## src/rtl/bmftl_pkg.sv

```systemverilog
// Shared widths, operation codes and status codes of the flash translation controller.
package bmftl_pkg;

  localparam int CMD_W  = 1;
  localparam int LSN_W  = 16;
  localparam int SLOT_W = 8;
  localparam int OP_W   = 3;
  localparam int PAGE_W = 10;
  localparam int BLKF_W = 5;
  localparam int STAT_W = 3;

  localparam logic [CMD_W-1:0] CMD_READ  = 1'b0;
  localparam logic [CMD_W-1:0] CMD_WRITE = 1'b1;

  localparam logic [OP_W-1:0] OP_READ  = 3'd0;
  localparam logic [OP_W-1:0] OP_PROG  = 3'd1;
  localparam logic [OP_W-1:0] OP_COPY  = 3'd2;
  localparam logic [OP_W-1:0] OP_ERASE = 3'd3;
  localparam logic [OP_W-1:0] OP_ERR   = 3'd4;

  localparam logic [STAT_W-1:0] ST_OK        = 3'd0;
  localparam logic [STAT_W-1:0] ST_INVALID   = 3'd1;
  localparam logic [STAT_W-1:0] ST_UNMAPPED  = 3'd2;
  localparam logic [STAT_W-1:0] ST_NOT_FOUND = 3'd3;
  localparam logic [STAT_W-1:0] ST_NO_FREE   = 3'd4;

  typedef struct packed {
    logic [OP_W-1:0]   op;
    logic [PAGE_W-1:0] src_page;
    logic [PAGE_W-1:0] dst_page;
    logic [BLKF_W-1:0] erase_block;
    logic [SLOT_W-1:0] slot;
    logic [STAT_W-1:0] status;
    logic              last;
  } result_t;

endpackage

```

## src/rtl/bmftl_div.sv

```systemverilog
// Reciprocal-multiply divider that splits a sector number into block number and offset.
module bmftl_div import bmftl_pkg::*; #(
  parameter int DIVISOR = 32
) (
  input  logic                         clk,
  input  logic                         rst_n,
  input  logic                         start,
  input  logic [LSN_W-1:0]             dividend,
  output logic                         done,
  output logic [LSN_W-1:0]             quo,
  output logic [$clog2(DIVISOR)-1:0]   rem
);

  localparam int     RW    = $clog2(DIVISOR);
  localparam int     SH    = LSN_W + RW;
  localparam int     MW    = LSN_W + 1;
  localparam int     PW    = LSN_W + MW;
  // ceil(2^SH / DIVISOR) gives the exact quotient for every LSN_W-bit dividend
  localparam longint RECIP = ((longint'(1) << SH) + longint'(DIVISOR) - 1) /
                             longint'(DIVISOR);
  localparam logic [MW-1:0] RECIP_C = MW'(RECIP);

  logic             done_r;
  logic [LSN_W-1:0] num_r;
  logic [LSN_W-1:0] quo_r;
  logic [PW-1:0]    prod;
  logic [LSN_W-1:0] back;
  logic [LSN_W-1:0] diff;

  assign prod = PW'(dividend) * PW'(RECIP_C);

  always_ff @(posedge clk) begin
    if (!rst_n) begin
      done_r <= 1'b0;
    end else begin
      done_r <= start;
    end
  end

  // hold the dividend and its quotient for the offset subtract
  always_ff @(posedge clk) begin
    if (start) begin
      num_r <= dividend;
      quo_r <= LSN_W'(prod >> SH);
    end
  end

  assign back = quo_r * LSN_W'(DIVISOR);
  assign diff = num_r - back;

  assign done = done_r;
  assign quo  = quo_r;
  assign rem  = diff[RW-1:0];

endmodule

```

## config.mk

```make
export PLATFORM = sky130hd
export DESIGN_NAME = bmftl_div
export DESIGN_NICKNAME = d
export VERILOG_FILES = /design/src/rtl/bmftl_pkg.sv /design/src/rtl/bmftl_div.sv
export SDC_FILE = /design/constraint.sdc
export NUM_CORES = 1
export LEC_CHECK = 0
export CORE_UTILIZATION = 40
export DETAILED_ROUTE_END_ITERATION = 16
export DONT_BUFFER_PORTS = 1
export PLACE_DENSITY = 0.65
export REMOVE_ABC_BUFFERS = 1
export SYNTH_ARGS = -nofsm -noshare
export SYNTH_HDL_FRONTEND = slang
export SYNTH_SLANG_ARGS = --single-unit
export TNS_END_PERCENT = 5
```

## constraint.sdc

```tcl
create_clock -name clk -period 0.98 [get_ports clk]
set_input_delay 0.098 -clock clk [delete_from_list [all_inputs] [get_ports clk]]
set_output_delay 0.098 -clock clk [all_outputs]
set_load 0.01 [all_outputs]
```

==> results by group <==
CTS
  – Root Buffer: clkbuf_4
  – Setup bufs post-CTS: 0
  – Cts bufs inserted: 3
  – CTS tree: done
  – CTS max path bufs: 2
  – Clk slew on worst S/H paths: 0.09 ns
  – Cts hold-fix bufs: 17
  – H-tree Lvls: 1
  – CTS Sinks: 17
  – Number of gates resized after CTS: 0

Synthesis
  – Warnings, synthesis: 0
  – Mapped Avg Cell Area: 22.83 sq um
  – Register area share after synthesis: 0.9132
  – Post-Synthesis Cells: 24
  – Synthesized flop and latch total: 17
  – Synth Cell Area: ~550 sq um
  – Library cells used by synthesis: 5

Global route
  – Global route overflow: 0
  – Gr usage total: 0.1150
  – Antenna violations before repair: 0
  – Pin count of the biggest net entering global routing: 18
  – Number of global-route vias before repair: 234
  – First-pass GRT wire length: around 1100 um

Floorplanning
  – Placeable Area: 1186 sq um
  – Die Footprint: 1522 sq um
  – Die height: around 39 um
  – Die Wd: just under 40 um
  – Initial core utilization: 0.4620
  – Total I/O pin count: just over 40
  – Num rows: 12

Finish
  – # nets final: 64
  – Area Overhead vs Synth: 34.93%
  – Number of fill cells: 97
  – Antenna cell count: 0
  – Layout cells sized above 1: 0.06818
  – Layout Cell Area excl Fill: 739.5 sq um

STA
  – Final Hold Fails: 16
  – RSZ-0062 raised after global routing: no
  – Hold_ws: -0.07481 ns
  – # setup viols final: 0
  – Fmax: about 1.2 GHz
  – Crit path time final: 0.8210 ns
  – Pins Over Slew Limit: 0
  – Final period util: 0.8377
  – TNS Setup: 0 ns

Place
  – PortBufs: 0
  – GPL Wtd Cong: 0.5650
  – Placed instance area: 543.0 sq um

Hold path
  – Hold Startpoint: start
  – Worst min-delay path category: input port to flip-flop

Setup path
  – CP startpoint: quo[0]
  – CP Capture Point: quo[0]
  – Critical path depth: 0
  – Worst Path Arrival: a little over 0.7 ns
  – Crit path max fanout: 1
  – Crit. End Element: primary output
  – CP Launch Type: flip-flop
  – Worst EP required: between 0.8 and 0.9 ns
  – WS Path Type: flip-flop to primary output

Power
  – Worst vdd rail ir drop: 1.148 mV
  – LEAKAGE: 0.2712 nW
  – Pwr Density: 1795 nW/um^2

Status
  – Status: finished, violations left
  – Violated checks: negative hold slack

Route
  – Routed WL: 833 um
  – Initial DRT Pass Iterations: 2
  – Drt via density: 4.552
  – DRC Markers: 0
  – Total number of vias: 264
  – Post-DR wirelength/cell: between 10 and 15 um
  – Post-route ant nets: 0
  – Initial drt markers: 1

Flow run
  – MaxCap Viol Count: 0
-- cell usage after synthesis --
cell type / n / area [sq um]
edfxtp_1: 16 / 480.5
buf_4: 5 / 37.54
and2_1: 1 / 6.260
conb_1: 1 / 3.750
dfxtp_1: 1 / 20.02
-- state kept, by name (all words and copies together) (netlist names) --
signal	flops
done	1
quo	11
num_r	5
-- cells in the final DEF, fill, tap and decap left out, drive strengths merged --
cell type / n
dlygate4sd3: 17
dfxtp: 1
clkbuf: 4
edfxtp: 16
and2: 1
conb: 5
-- cell families (layout without fill, tap and decap cells) --
kind of cell  count (synthesis)  after routing  share of synthesized area
buf+inv                       5             21                    0.06850
simple gates                  1              1                    0.01142
other cells                   1              5                   0.006843
flops                        17             17                     0.9132
-- how the worst min path moves through the flow --
stage,depth (start not counted),to
after floorplan,0,num_r[0]
after global placement,0,quo[9]
after detailed placement,0,quo[1]
after CTS,0,num_r[2]
after global routing,0,num_r[2]
final,0,num_r[2]
-- metrics by stage --
| stage | hold slack (ns) | total power [mW] | setup WS (ns) | cells | util |
|---|---|---|---|---|---|
| after floorplan | 0.1969 | 0.9273 | 0.4882 | 23 | - |
| after global placement | 0.1969 | 0.9341 | 0.4732 | 37 | 0.4578 |
| after detailed placement | 0.1969 | 0.9375 | 0.4671 | 37 | 0.4578 |
| after CTS | -0.08288 | 1.331 | 0.1508 | 58 | 0.6234 |
| after global routing | -0.09034 | 1.367 | 0.1365 | 58 | 0.6234 |
| final | -0.07481 | 1.327 | 0.1590 | 58 | 0.6234 |
-- where the power goes --
part	leakage, nW	switching [mW]	internal [mW]
clock network	0.0150	0.197	0.158
registers	0.165	0.0490	0.859
logic	0.0913	0.0188	0.0459
total	0.271	0.265	1.06
-- area by class of cell --
class                           count  area, sq um  share of cell area
Sequential cell                    17        500.5              0.6768
Timing Repair Buffer               17        170.2              0.2301
Clock buffer                        4        26.28             0.03553
Multi-Input combinational cell      6        25.02             0.03384
Tap cell                           14        17.52             0.02369
-- routing by layer --
layer / up-vias / part of all wire / global-route usage
met5: - / 0 / 0
met1: 126 / 0.37 / 0.1269
li1: 117 / - / -
met2: 21 / 0.55 / 0.1875
met3: 0 / 0.085 / 0.03468
met4: 0 / 0 / 0.07759
Power figures use the tool's default switching activity.
